==> config.mk <==
export PLATFORM = sky130hd
export DESIGN_NAME = rle_sprite_row_decoder_unit
export DESIGN_NICKNAME = d
export VERILOG_FILES = /design/src/rsrd_pkg.sv /design/src/rsrd_ctrl.sv /design/src/rsrd_dpath.sv /design/src/rle_sprite_row_decoder_unit.sv
export SDC_FILE = /design/constraint.sdc
export NUM_CORES = 1
export LEC_CHECK = 0
export BUFFER_PORTS_ARGS = -buffer_cell sky130_fd_sc_hd__buf_2
export CELL_PAD_IN_SITES_DETAIL_PLACEMENT = 0
export CELL_PAD_IN_SITES_GLOBAL_PLACEMENT = 1
export CORE_ASPECT_RATIO = 1.75
export CORE_MARGIN = 4
export CORE_UTILIZATION = 48
export CTS_CLUSTER_SIZE = 40
export DETAILED_ROUTE_END_ITERATION = 12
export PLACE_DENSITY_LB_ADDON = 0.1
export SLEW_MARGIN = 20
export SYNTH_ARGS = -nofsm -noshare
export SYNTH_HDL_FRONTEND = slang
export SYNTH_SLANG_ARGS = --single-unit
==> constraint.sdc <==
create_clock -name clk_i -period 5.1 [get_ports clk_i]
set_input_delay 0.51 -clock clk_i [delete_from_list [all_inputs] [get_ports clk_i]]
set_output_delay 0.51 -clock clk_i [all_outputs]
set_load 0.02 [all_outputs]
==> src/rsrd_pkg.sv <==
// Shared types and constants for the run-length sprite row decoder.
// No dependencies; used by every module of the block by scoped name.
`default_nettype none

package rsrd_pkg;

  localparam int unsigned CfgIdxW  = 2;
  localparam int unsigned CfgDataW = 15;

  // configuration register indexes
  localparam logic [CfgIdxW-1:0] CFG_MODE   = 2'd0;
  localparam logic [CfgIdxW-1:0] CFG_WIDTH  = 2'd1;
  localparam logic [CfgIdxW-1:0] CFG_HEIGHT = 2'd2;

  typedef struct packed {
    logic [7:0] data_byte;
    logic       start_of_frame;
  } in_item_t;

  typedef struct packed {
    logic [7:0]  pixel_index;
    logic [15:0] column;
    logic [14:0] row;
    logic        last_of_run;
  } out_item_t;

  // controller -> datapath
  typedef struct packed {
    logic step;  // consume the input beat
    logic emit;  // send one pixel of the pending repeat run
  } cmd_t;

  // datapath -> controller
  typedef struct packed {
    logic emit_now;   // input byte yields exactly one pixel
    logic run_start;  // input byte opens a repeat run
    logic run_last;   // pending run has one pixel left
  } sts_t;

endpackage

`default_nettype wire

==> src/rsrd_ctrl.sv <==
// Handshake controller: input acceptance, repeat-run sequencing, output valid.
// Depends on rsrd_pkg for the command and status structs.
`default_nettype none

module rsrd_ctrl (
  input  wire logic          clk_i,
  input  wire logic          rst_ni,
  input  wire logic          in_valid_i,
  output logic               in_stall_o,
  output logic               out_valid_o,
  input  wire logic          out_stall_i,
  input  wire rsrd_pkg::sts_t sts_i,
  output rsrd_pkg::cmd_t     cmd_o
);

  typedef enum logic {
    ST_IDLE,
    ST_RUN
  } state_e;

  state_e state_q, state_d;
  logic   out_valid_q, out_valid_d;
  logic   out_free;
  logic   load;

  // output slot can take a beat this cycle
  assign out_free = !out_valid_q || !out_stall_i;

  always_comb begin
    cmd_o.step = (state_q == ST_IDLE) && out_free && in_valid_i;
    cmd_o.emit = (state_q == ST_RUN) && out_free;
    in_stall_o = !((state_q == ST_IDLE) && out_free);
    load       = (cmd_o.step && sts_i.emit_now) || cmd_o.emit;

    state_d = state_q;
    unique case (state_q)
      ST_IDLE: if (cmd_o.step && sts_i.run_start) state_d = ST_RUN;
      ST_RUN:  if (cmd_o.emit && sts_i.run_last) state_d = ST_IDLE;
      default: state_d = ST_IDLE;
    endcase

    if (load) begin
      out_valid_d = 1'b1;
    end else if (!out_stall_i) begin
      out_valid_d = 1'b0;
    end else begin
      out_valid_d = out_valid_q;
    end
  end

  always_ff @(posedge clk_i or negedge rst_ni) begin
    if (!rst_ni) begin
      state_q     <= ST_IDLE;
      out_valid_q <= 1'b0;
    end else begin
      state_q     <= state_d;
      out_valid_q <= out_valid_d;
    end
  end

  assign out_valid_o = out_valid_q;

endmodule

`default_nettype wire

==> src/rsrd_dpath.sv <==
// Datapath: configuration registers, row/column/run state, pixel output register.
// Depends on rsrd_pkg; driven by rsrd_ctrl through cmd_t, reports via sts_t.
`default_nettype none

module rsrd_dpath (
  input  wire logic                            clk_i,
  input  wire logic                            rst_ni,
  input  wire logic                            cfg_we_i,
  input  wire logic [rsrd_pkg::CfgIdxW-1:0]    cfg_idx_i,
  input  wire logic [rsrd_pkg::CfgDataW-1:0]   cfg_data_i,
  input  wire rsrd_pkg::in_item_t              in_data_i,
  input  wire rsrd_pkg::cmd_t                  cmd_i,
  output rsrd_pkg::sts_t                       sts_o,
  output rsrd_pkg::out_item_t                  out_data_o
);

  typedef enum logic [2:0] {
    PH_HDR_LO,
    PH_HDR_HI,
    PH_CTRL,
    PH_REPEAT,
    PH_LIT
  } phase_e;

  function automatic logic [15:0] sat_inc(input logic [15:0] v);
    sat_inc = (v == 16'hFFFF) ? v : v + 16'd1;
  endfunction

  // configuration
  logic        mode_q;
  logic [14:0] width_q;
  logic [14:0] height_q;

  // frame state
  phase_e      phase_q, phase_d;
  logic [7:0]  hdr_lo_q, hdr_lo_d;
  logic [14:0] rbl_q, rbl_d;
  logic [6:0]  lit_q, lit_d;
  logic [14:0] row_q, row_d;
  logic [15:0] col_q, col_d;
  logic [6:0]  rep_q, rep_d;
  logic [7:0]  run_pix_q;

  rsrd_pkg::out_item_t out_q;

  // state seen by the input byte (start of frame clears first)
  phase_e      cur_phase;
  logic [7:0]  cur_hdr_lo;
  logic [14:0] cur_rbl, rbl_dec, hdr_cnt;
  logic [6:0]  cur_lit, lit_dec;
  logic [14:0] cur_row;
  logic [15:0] cur_col, col_inc;
  logic [6:0]  cur_rep;
  logic [16:0] skip_sum;
  logic [7:0]  b;
  logic        emit1, run_start, end_row;

  assign b = in_data_i.data_byte;

  always_comb begin
    if (in_data_i.start_of_frame) begin
      cur_phase  = PH_HDR_LO;
      cur_hdr_lo = '0;
      cur_rbl    = '0;
      cur_lit    = '0;
      cur_row    = '0;
      cur_col    = '0;
      cur_rep    = '0;
    end else begin
      cur_phase  = phase_q;
      cur_hdr_lo = hdr_lo_q;
      cur_rbl    = rbl_q;
      cur_lit    = lit_q;
      cur_row    = row_q;
      cur_col    = col_q;
      cur_rep    = rep_q;
    end
    rbl_dec  = cur_rbl - 15'd1;
    lit_dec  = (cur_lit != '0) ? cur_lit - 7'd1 : '0;
    col_inc  = sat_inc(cur_col);
    skip_sum = {1'b0, cur_col} + 17'(b[7:1]);
    hdr_cnt  = b[7] ? '0 : {b[6:0], cur_hdr_lo};

    phase_d   = phase_q;
    hdr_lo_d  = hdr_lo_q;
    rbl_d     = rbl_q;
    lit_d     = lit_q;
    row_d     = row_q;
    col_d     = col_q;
    rep_d     = rep_q;
    emit1     = 1'b0;
    run_start = 1'b0;
    end_row   = 1'b0;

    if (cmd_i.step) begin
      phase_d  = cur_phase;
      hdr_lo_d = cur_hdr_lo;
      rbl_d    = cur_rbl;
      lit_d    = cur_lit;
      row_d    = cur_row;
      col_d    = cur_col;
      rep_d    = cur_rep;
    end

    // frame complete: byte ignored
    if (cmd_i.step && cur_row < height_q) begin
      if (!mode_q) begin
        if (width_q != '0) begin
          emit1 = 1'b1;
          col_d = col_inc;
          if (col_inc >= {1'b0, width_q}) end_row = 1'b1;
        end
      end else begin
        unique case (cur_phase)
          PH_HDR_HI: begin
            phase_d = PH_CTRL;
            rbl_d   = hdr_cnt;
            if (hdr_cnt == '0) end_row = 1'b1;
          end
          PH_CTRL, PH_REPEAT, PH_LIT: begin
            if (cur_rbl == '0) begin
              end_row = 1'b1;
            end else begin
              rbl_d = rbl_dec;
              if (cur_phase == PH_CTRL) begin
                if (b[0]) begin
                  col_d = skip_sum[16] ? 16'hFFFF : skip_sum[15:0];
                end else if (b[1]) begin
                  rep_d   = {1'b0, b[7:2]} + 7'd1;
                  phase_d = PH_REPEAT;
                end else begin
                  lit_d   = {1'b0, b[7:2]} + 7'd1;
                  phase_d = PH_LIT;
                end
                if (rbl_dec == '0) end_row = 1'b1;
              end else if (cur_phase == PH_REPEAT) begin
                phase_d = PH_CTRL;
                // a run defers the row end to its last pixel
                if (cur_rep != '0) begin
                  run_start = 1'b1;
                end else if (rbl_dec == '0) begin
                  end_row = 1'b1;
                end
              end else begin
                emit1 = 1'b1;
                col_d = col_inc;
                lit_d = lit_dec;
                if (lit_dec == '0) phase_d = PH_CTRL;
                if (rbl_dec == '0) end_row = 1'b1;
              end
            end
          end
          default: begin
            hdr_lo_d = b;
            phase_d  = PH_HDR_HI;
          end
        endcase
      end
    end

    if (cmd_i.emit) begin
      col_d = sat_inc(col_q);
      rep_d = rep_q - 7'd1;
      if (rep_q == 7'd1 && rbl_q == '0) end_row = 1'b1;
    end

    if (end_row && (cmd_i.step || cmd_i.emit)) begin
      row_d   = (cmd_i.emit ? row_q : cur_row) + 15'd1;
      col_d   = '0;
      phase_d = PH_HDR_LO;
      lit_d   = '0;
      rep_d   = '0;
      rbl_d   = '0;
    end
  end

  always_comb begin
    sts_o.emit_now  = emit1;
    sts_o.run_start = run_start;
    sts_o.run_last  = (rep_q == 7'd1);
  end

  always_ff @(posedge clk_i or negedge rst_ni) begin
    if (!rst_ni) begin
      mode_q   <= 1'b1;
      width_q  <= '0;
      height_q <= '0;
      phase_q  <= PH_HDR_LO;
      hdr_lo_q <= '0;
      rbl_q    <= '0;
      lit_q    <= '0;
      row_q    <= '0;
      col_q    <= '0;
      rep_q    <= '0;
    end else begin
      if (cfg_we_i) begin
        unique case (cfg_idx_i)
          rsrd_pkg::CFG_MODE:   mode_q   <= cfg_data_i[0];
          rsrd_pkg::CFG_WIDTH:  width_q  <= cfg_data_i;
          rsrd_pkg::CFG_HEIGHT: height_q <= cfg_data_i;
          default: ;
        endcase
      end
      if (cmd_i.step || cmd_i.emit) begin
        phase_q  <= phase_d;
        hdr_lo_q <= hdr_lo_d;
        rbl_q    <= rbl_d;
        lit_q    <= lit_d;
        row_q    <= row_d;
        col_q    <= col_d;
        rep_q    <= rep_d;
      end
    end
  end

  // payload registers
  always_ff @(posedge clk_i) begin
    if (cmd_i.step && run_start) run_pix_q <= b;
    if (cmd_i.emit) begin
      out_q.pixel_index <= run_pix_q;
      out_q.column      <= col_q;
      out_q.row         <= row_q;
      out_q.last_of_run <= (rep_q == 7'd1);
    end else if (cmd_i.step && emit1) begin
      out_q.pixel_index <= b;
      out_q.column      <= cur_col;
      out_q.row         <= cur_row;
      out_q.last_of_run <= 1'b1;
    end
  end

  assign out_data_o = out_q;

endmodule

`default_nettype wire

==> src/rle_sprite_row_decoder_unit.sv <==
// Top level of the run-length sprite row decoder: controller plus datapath.
// Depends on rsrd_pkg, rsrd_ctrl and rsrd_dpath.
//
//  channel | direction | handshake                 | beat
//  --------+-----------+---------------------------+--------------------------
//  in      | into      | in_valid_i / in_stall_o   | in_item_t (byte, sof)
//  out     | out of    | out_valid_o / out_stall_i | out_item_t (one pixel)
//  cfg     | into      | cfg_we_i                  | cfg_idx_i, cfg_data_i
//
// A byte is taken every cycle while the output register drains and no run
// is pending. A repeat run holds the input until its last pixel is sent: the
// run counter sends one pixel per cycle, unless out_stall_i holds the output,
// through the single output register.
// Output stall backs up into in_stall_o; no beat is dropped.
// Reset returns to compressed mode, zero width and height, row and column 0.
`default_nettype none

module rle_sprite_row_decoder_unit (
  input  wire logic                            clk_i,
  input  wire logic                            rst_ni,
  input  wire logic                            in_valid_i,
  output logic                                 in_stall_o,
  input  wire rsrd_pkg::in_item_t              in_data_i,
  output logic                                 out_valid_o,
  input  wire logic                            out_stall_i,
  output rsrd_pkg::out_item_t                  out_data_o,
  input  wire logic                            cfg_we_i,
  input  wire logic [rsrd_pkg::CfgIdxW-1:0]    cfg_idx_i,
  input  wire logic [rsrd_pkg::CfgDataW-1:0]   cfg_data_i
);

  rsrd_pkg::cmd_t cmd;
  rsrd_pkg::sts_t sts;

  rsrd_ctrl u_ctrl (
    .clk_i       (clk_i),
    .rst_ni      (rst_ni),
    .in_valid_i  (in_valid_i),
    .in_stall_o  (in_stall_o),
    .out_valid_o (out_valid_o),
    .out_stall_i (out_stall_i),
    .sts_i       (sts),
    .cmd_o       (cmd)
  );

  rsrd_dpath u_dpath (
    .clk_i      (clk_i),
    .rst_ni     (rst_ni),
    .cfg_we_i   (cfg_we_i),
    .cfg_idx_i  (cfg_idx_i),
    .cfg_data_i (cfg_data_i),
    .in_data_i  (in_data_i),
    .cmd_i      (cmd),
    .sts_o      (sts),
    .out_data_o (out_data_o)
  );

endmodule

`default_nettype wire

* Yosys cells after proc, flatten, opt, wreduce, memory -nomap -nowiden
Cells that the tools add are included.
W data, S select, Z words.
** Storage, ports and cells
- Bits in registers :: 152
- Latch bits :: 0
- RAM bits :: 0
- Memory bits (read-only) :: 0
- Bits of input ports :: 31
- Output and inout port bits :: 42
- Word-level logic and storage cells :: 173
- Memories kept :: 0
** Cells by class
- $add $sub $neg :: 8
- $mul :: 0
- Divide/modulo/power cells :: 0
- Order comparisons :: 2
- Equality and inequality tests :: 11
- Shift-type cells :: 0
- Mux-type cells :: 101
- Bitwise operators :: 1
- Reductions and logical operators :: 33
** Operators by type and width (number)
- $mux W16 :: 15
- $mux W15 :: 11
- $mux W7 :: 23
- $mux W40 :: 2
- $logic_not A15 Y1 :: 4
- $mux W8 :: 5
- $mux W3 :: 11
- $add A16 B1 Y16 const B :: 2
- $eq A16 B16 Y1 const B :: 2
- $mux W1 :: 30
- $pmux W15 S2 :: 1
- $add A16 B7 Y17 :: 1
- $ge A16 B15 Y1 :: 1
- $add A15 B1 Y15 const B :: 1
- $lt A15 B15 Y1 :: 1
- $reduce_bool A15 Y1 :: 1
- $sub A15 B1 Y15 const B :: 1
- $reduce_bool A7 Y1 :: 2
- $sub A7 B1 Y7 const B :: 2
- $reduce_and A2 Y1 :: 5
- $logic_and A1 B1 Y1 :: 9
- $add A6 B1 Y7 const B :: 1
- $eq A7 B1 Y1 const B :: 1
- $logic_not A7 Y1 :: 1
- 16 further kinds :: 23

* Longest topological paths before layout
- Depth in word-level cells :: 16
- Mapped depth :: 23
- Depth with buffers taken out :: 18

* Cells and area by module
A second synthesis with hierarchy kept.
** Second synthesis, totals
- Cell total of the unflattened synthesis :: 1212
- Area, all modules :: 10660.2 um2
** Modules (own cells, without submodules)
- rsrd_dpath :: times used 1, cells an instance 1202, area an instance 10556.4 um2, seq. area each 3995.1 um2
- rsrd_ctrl :: times used 1, cells an instance 10, area an instance 103.8 um2, seq. area each 50.0 um2

* Worst setup path before layout
Ideal clock, no wire load.
- Path kind :: input to register
- Start point :: input port in_data_i[0] (netlist name)
- End point :: register u_dpath.rbl_q[4]
- Library setup time :: 0.066 ns
- Arrival :: 4.605 ns
- Required time :: 5.034 ns
- Slack :: 0.428 ns
- Cell stages on the path :: 20
- Buffers on the path :: 5
- Cell sequence :: clkbuf_1 buf_2 buf_1 clkbuf_1 nor2b_1 ha_1 nand4_1 nor3b_1 nand3_1 xnor2_1 ha_1 or3b_2 o2111ai_1 a31oi_1 o21ai_0 and3_1 a211oi_4 nor3_1 buf_2 a22o_1
** Between the ends
- Longest elaborated chain between the ends :: 15
- Elaborated cells between the ends (all ways) :: 43
- Classes of those cells :: add/sub (2); order compare (2); eq/ne (5); mux (27); reduce/logical (7)
** RTL lines
- start: declaration :: line rle_sprite_row_decoder_unit.sv:23 : input wire rsrd_pkg::in_item_t in_data_i,
- parallel branches: the longest is 14 deep, another holds $add A16 B1 Y16
- $mux W15 * :: line rsrd_dpath.sv:167 : if (end_row && (cmd_i.step || cmd_i.emit)) begin
- end signal: assignment :: line rsrd_dpath.sv:207 : rbl_q <= rbl_d;
- end: declaration :: line rsrd_dpath.sv:37 : logic [14:0] rbl_q, rbl_d;
Mark *: on every way between the ends.
A chain may end at the register's enable or synchronous reset.

* Worst setup path in the final report
- Start point :: register u_dpath.col_q[12]
- End point :: register u_dpath.rbl_q[12]
** Between the ends
- Longest elaborated chain between the ends :: 12
- Elaborated cells between the ends (all ways) :: 13
- Classes of those cells :: add/sub (1); order compare (1); eq/ne (1); mux (9); reduce/logical (1)
** RTL lines
- start: declaration :: line rsrd_dpath.sv:40 : logic [15:0] col_q, col_d;
- start signal: assignment :: line rsrd_dpath.sv:210 : col_q <= col_d;
- $mux W16 * :: line rsrd_dpath.sv:61 : if (in_data_i.start_of_frame) begin
- $add A16 B1 Y16 or $eq A16 B16 Y1 (tied branches) :: line rsrd_dpath.sv:26 : sat_inc = (v == 16'hFFFF) ? v : v + 16'd1;
- $mux W16 * :: line rsrd_dpath.sv:26
- $ge A16 B15 Y1 * :: line rsrd_dpath.sv:111 : if (col_inc >= {1'b0, width_q}) end_row = 1'b1;
- $mux W1 * :: line rsrd_dpath.sv:111
- $mux W1 * :: line rsrd_dpath.sv:108 : if (width_q != '0) begin
- $mux W1 * :: line rsrd_dpath.sv:107 : if (!mode_q) begin
- $mux W1 * :: line rsrd_dpath.sv:106 : if (cmd_i.step && cur_row < height_q) begin
- $mux W1 :: line rsrd_dpath.sv:164 : if (rep_q == 7'd1 && rbl_q == '0) end_row = 1'b1;
- $mux W1 * :: line rsrd_dpath.sv:161 : if (cmd_i.emit) begin
- $logic_and A1 B1 Y1 * :: line rsrd_dpath.sv:167
- $mux W15 * :: line rsrd_dpath.sv:167
Every way passes the cells marked *; elsewhere a longest branch is shown, timed or not.

==> reports/qor.csv <==
stage,metric,value,unit
global_routing,vias in the first global route,9814,
timing,Post-Route Setup TNS,0,ns
min_path,Hold Crit Class,input pin to async pin,
power,peak supply drop,339.7,uV
clock_network,Clock Tree Root,clkbuf_16,
final_layout,Non-Filler Instances,1524,
die,die height,202.5,um
timing,worst slew pin tran,1.093,ns
logic_synthesis,cell type with the largest total area after synthesis,dfrtp_1,
route,remaining antenna violation count,0,
logic_synthesis,"EDFF count, synth",48,
place,PortBufs,72,
die,die width,119.1,um
route,DR pass1 iterations,5,
timing,Final Hold Viols,0,
critical_path,capture point of the critical path,u_dpath.rbl_q[12],
logic_synthesis,Unique masters post-synth,81,
logic_synthesis,Mapped Nets,1239,
final_layout,register area,4045,um^2
logic_synthesis,Avg Inst Size Synth,8.943,um^2
global_routing,grt ovf,0,
logic_synthesis,"top cells by count, synth","nand2_1, dfrtp_1, nor2_1, o21ai_0, a21oi_1",
place,placed cell count,1492,
clock_network,CTS resizes,0,
critical_path,r2r endpoint,u_dpath.rbl_q[12],
timing,f_max,0.2118,GHz
clock_network,CTS Buffer Depth,2,
clock_network,clock sink total,152,
place,Final Wtd Congestion,0.9969,
timing,Tcrit/Tclk final,0.9258,
logic_synthesis,Post-Syn Area,10370,um^2
final_layout,"Area growth, synth to finish",12.75,%
clock_network,CTS HTree Levels,4,
critical_path,reg2reg start,u_dpath.col_q[12],
critical_path,crit path from,u_dpath.col_q[12],
die,FP Rows,70,
critical_path,type of origin of the critical path,flip-flop,
critical_path,crit path DAT,5.10,ns
timing,final setup vio count,0,
global_routing,initial antenna violation count,0,
power,Leak,0.005059,uW
final_layout,layout cells sized above 1,0.1675,
timing,unrepaired setup endpoints after global routing,false,
logic_synthesis,ys flop type,dfrtp_1,
run_status,status,completed,
final_layout,Multi-input gate area,5843,um^2
timing,max_slew headroom,0.2687,
critical_path,CP peak stage delay,0.76,ns
logic_synthesis,Async SR Flop Fraction,0.6842,
route,DRT iter0 DRCs,1000,
route,DRC,0,
place,DP HPWL,26460,um
logic_synthesis,Yosys warning total,0,
logic_synthesis,Synth Register Bits,152,
timing,Worst Clk Skew,0.01362,ns
logic_synthesis,Post-Synthesis Cells,1160,
critical_path,"CP delay by family, top",simple AND/OR/NAND/NOR gates,
critical_path,CP cell instances,nand3_1 > nor3_1 > nand3_1 > xnor2_1 > ha_1 > or3b_2 > o2111ai_1 > a31oi_1 > o21ai_0 > and3_1 > a211oi_4 > nor3_2 > a22o_1,
critical_path,"Req. time, crit path",5.47,ns
logic_synthesis,post-synthesis sequential area ratio,0.3899,
critical_path,"reg-to-reg slack, setup",0.38,ns
clock_network,worst skew pair latency,0.45,ns
die,die area,24120,um^2
global_routing,global-route wire length before repair,55500,um
route,total via count in the routed design,9678,
logic_synthesis,most common cell in the synthesized netlist,nand2_1,
die,starting density of the core,0.4915,
route,vias per cell,6.350,
critical_path,most frequent CP cell,nand3_1,
clock_network,postcts setup bufs,0,
clock_network,CTS tree,built,
final_layout,diodes inserted,0,
clock_network,CTS Buf Count,17,
route,Post-Route WL,35550,um
critical_path,Levels on crit path,13,
clock_network,"Reg clk slew, reported paths",0.07,ns
logic_synthesis,largest cells by area after synthesis,"dfrtp_1, edfxtp_1, ha_1",
critical_path,Setup crit end kind,flip-flop,
power,Cell Pwr Density,346.5,nW/um^2
route,DR WL/cell,23.32,um
clock_network,CTS Hold Bufs,0,
global_routing,largest net degree at the start of global routing,71,
critical_path,crit path max fanout,14,
die,core footprint,21110,um^2
timing,Max Slew Vio Count,0,
timing,min Tclk post-route,4.721,ns
critical_path,crit path buf inv count,0,
critical_path,crit path kind,flip-flop to flip-flop,
critical_path,slowest cell on the critical path,nor3_2,
final_layout,Final Util,0.5541,
global_routing,GRT Total Usage,0.2963,
critical_path,Reg2Reg Depth,13,
run,number of max-cap violations,0,
logic_synthesis,share of the synthesized area in the top cell type,0.2485,
final_layout,Final nets,1302,
final_layout,fillers,1978,
die,I/O pin total,73,
## metal layers
layer / GRT usage / share of wire
met1: 0.3268 / 0.37
met2: 0.5331 / 0.52
met3: 0.03874 / 0.043
met4: 0.1832 / 0.066
met5: 0 / 0
## cell usage in the layout (no fill, tap or decap), drive strengths merged, types with 6 or more instances in the layout
cell,synthesis,final
ha,47,47
nand2b,10,10
edfxtp,48,48
a21oi,57,57
o21a,10,10
mux2,32,32
o311ai,7,7
inv,50,53
nand3,41,41
and2,42,42
nor2b,27,27
xnor2,15,15
nor2,77,77
nand4,24,24
a31oi,12,12
mux2i,9,9
or4,8,8
dfrtp,103,103
a311oi,6,6
o211ai,7,7
clkinv,1,6
o21ai,66,66
buf,14,111
nor3b,10,10
or3,12,12
o22ai,8,8
clkbuf,53,19
xor2,15,15
and3,15,15
nand2,135,135
o221ai,9,9
or2,10,10
a211o,11,11
nor4,18,18
nor3,26,26
nor4b,6,6
a22o,21,21
a211oi,17,17
## state kept, by name, indices dropped and copies added (netlist names), 3 cells and up
signal	flops
u_dpath.out_data_o	40
u_dpath.col_q	16
u_dpath.height_q	15
u_dpath.rbl_q	15
u_dpath.row_q	15
u_dpath.width_q	15
u_dpath.hdr_lo_q	8
u_dpath.run_pix_q	8
u_dpath.lit_q	7
u_dpath.rep_q	7
u_dpath.phase_q	3
## cell type report
cell class / count / share of cell area
clock buffer: 19 / 0.03787
clock inverter: 13 / 0.01241
inverter: 51 / 0.01637
multi-input combinational: 890 / 0.4996
sequential: 152 / 0.3458
tap: 288 / 0.03081
timing repair buffer: 111 / 0.05712
## metrics by stage
| stage | power (uW) | instance area [um^2] | setup slack, ns | hold WS (ns) |
|---|---|---|---|---|
| 2_1_floorplan | 2342 | 10370 | 0.4284 | 0.2144 |
| 3_3_place_gp | 2763 | 11110 | 0.1813 | 0.4885 |
| 3_5_place_dp | 2765 | 11110 | 0.1489 | 0.4944 |
| 4_1_cts | 4047 | 11700 | 0.4223 | 0.2580 |
| 5_1_grt | 4240 | 11700 | 0.06831 | 0.2917 |
| 6_report | 4053 | 11700 | 0.3786 | 0.2269 |
## worst reg2reg max path: cells and delay by family (launching register included)
kind | cells | cell delay [ns]
XOR/XNOR | 1 | 0.32
flip-flops | 1 | 0.53
adder cells (fa/ha/maj) | 1 | 0.27
AND/OR/NAND/NOR | 6 | 2.60
AO/OA/AOI/OAI | 5 | 0.95
## worst min path at each step
stage                     cells after the start  slack, ns                    to
after floorplan                               0       0.21    u_ctrl.out_valid_o
after global placement                        1       0.49   u_dpath.height_q[9]
after detailed placement                      1       0.49  u_dpath.height_q[10]
after CTS                                     1       0.26      u_dpath.rep_q[3]
after global routing                          1       0.29      u_dpath.col_q[2]
final                                         1       0.23      u_dpath.rep_q[3]
## where the power goes
| group | internal (uW) | switching, uW |
|---|---|---|
| clock network | 737 | 549 |
| logic | 445 | 722 |
| registers | 1430 | 174 |
## cell families after synthesis
logic type	share of synthesized area
AOI/OAI and AO/OA	0.1942
xor gates and xnor gates	0.02533
adders and majority gates	0.05862
buffers and inverters	0.04740
DFF	0.3899
muxes	0.04342
and+or+nand+nor	0.2411
(Power assumes the default switching activity.)
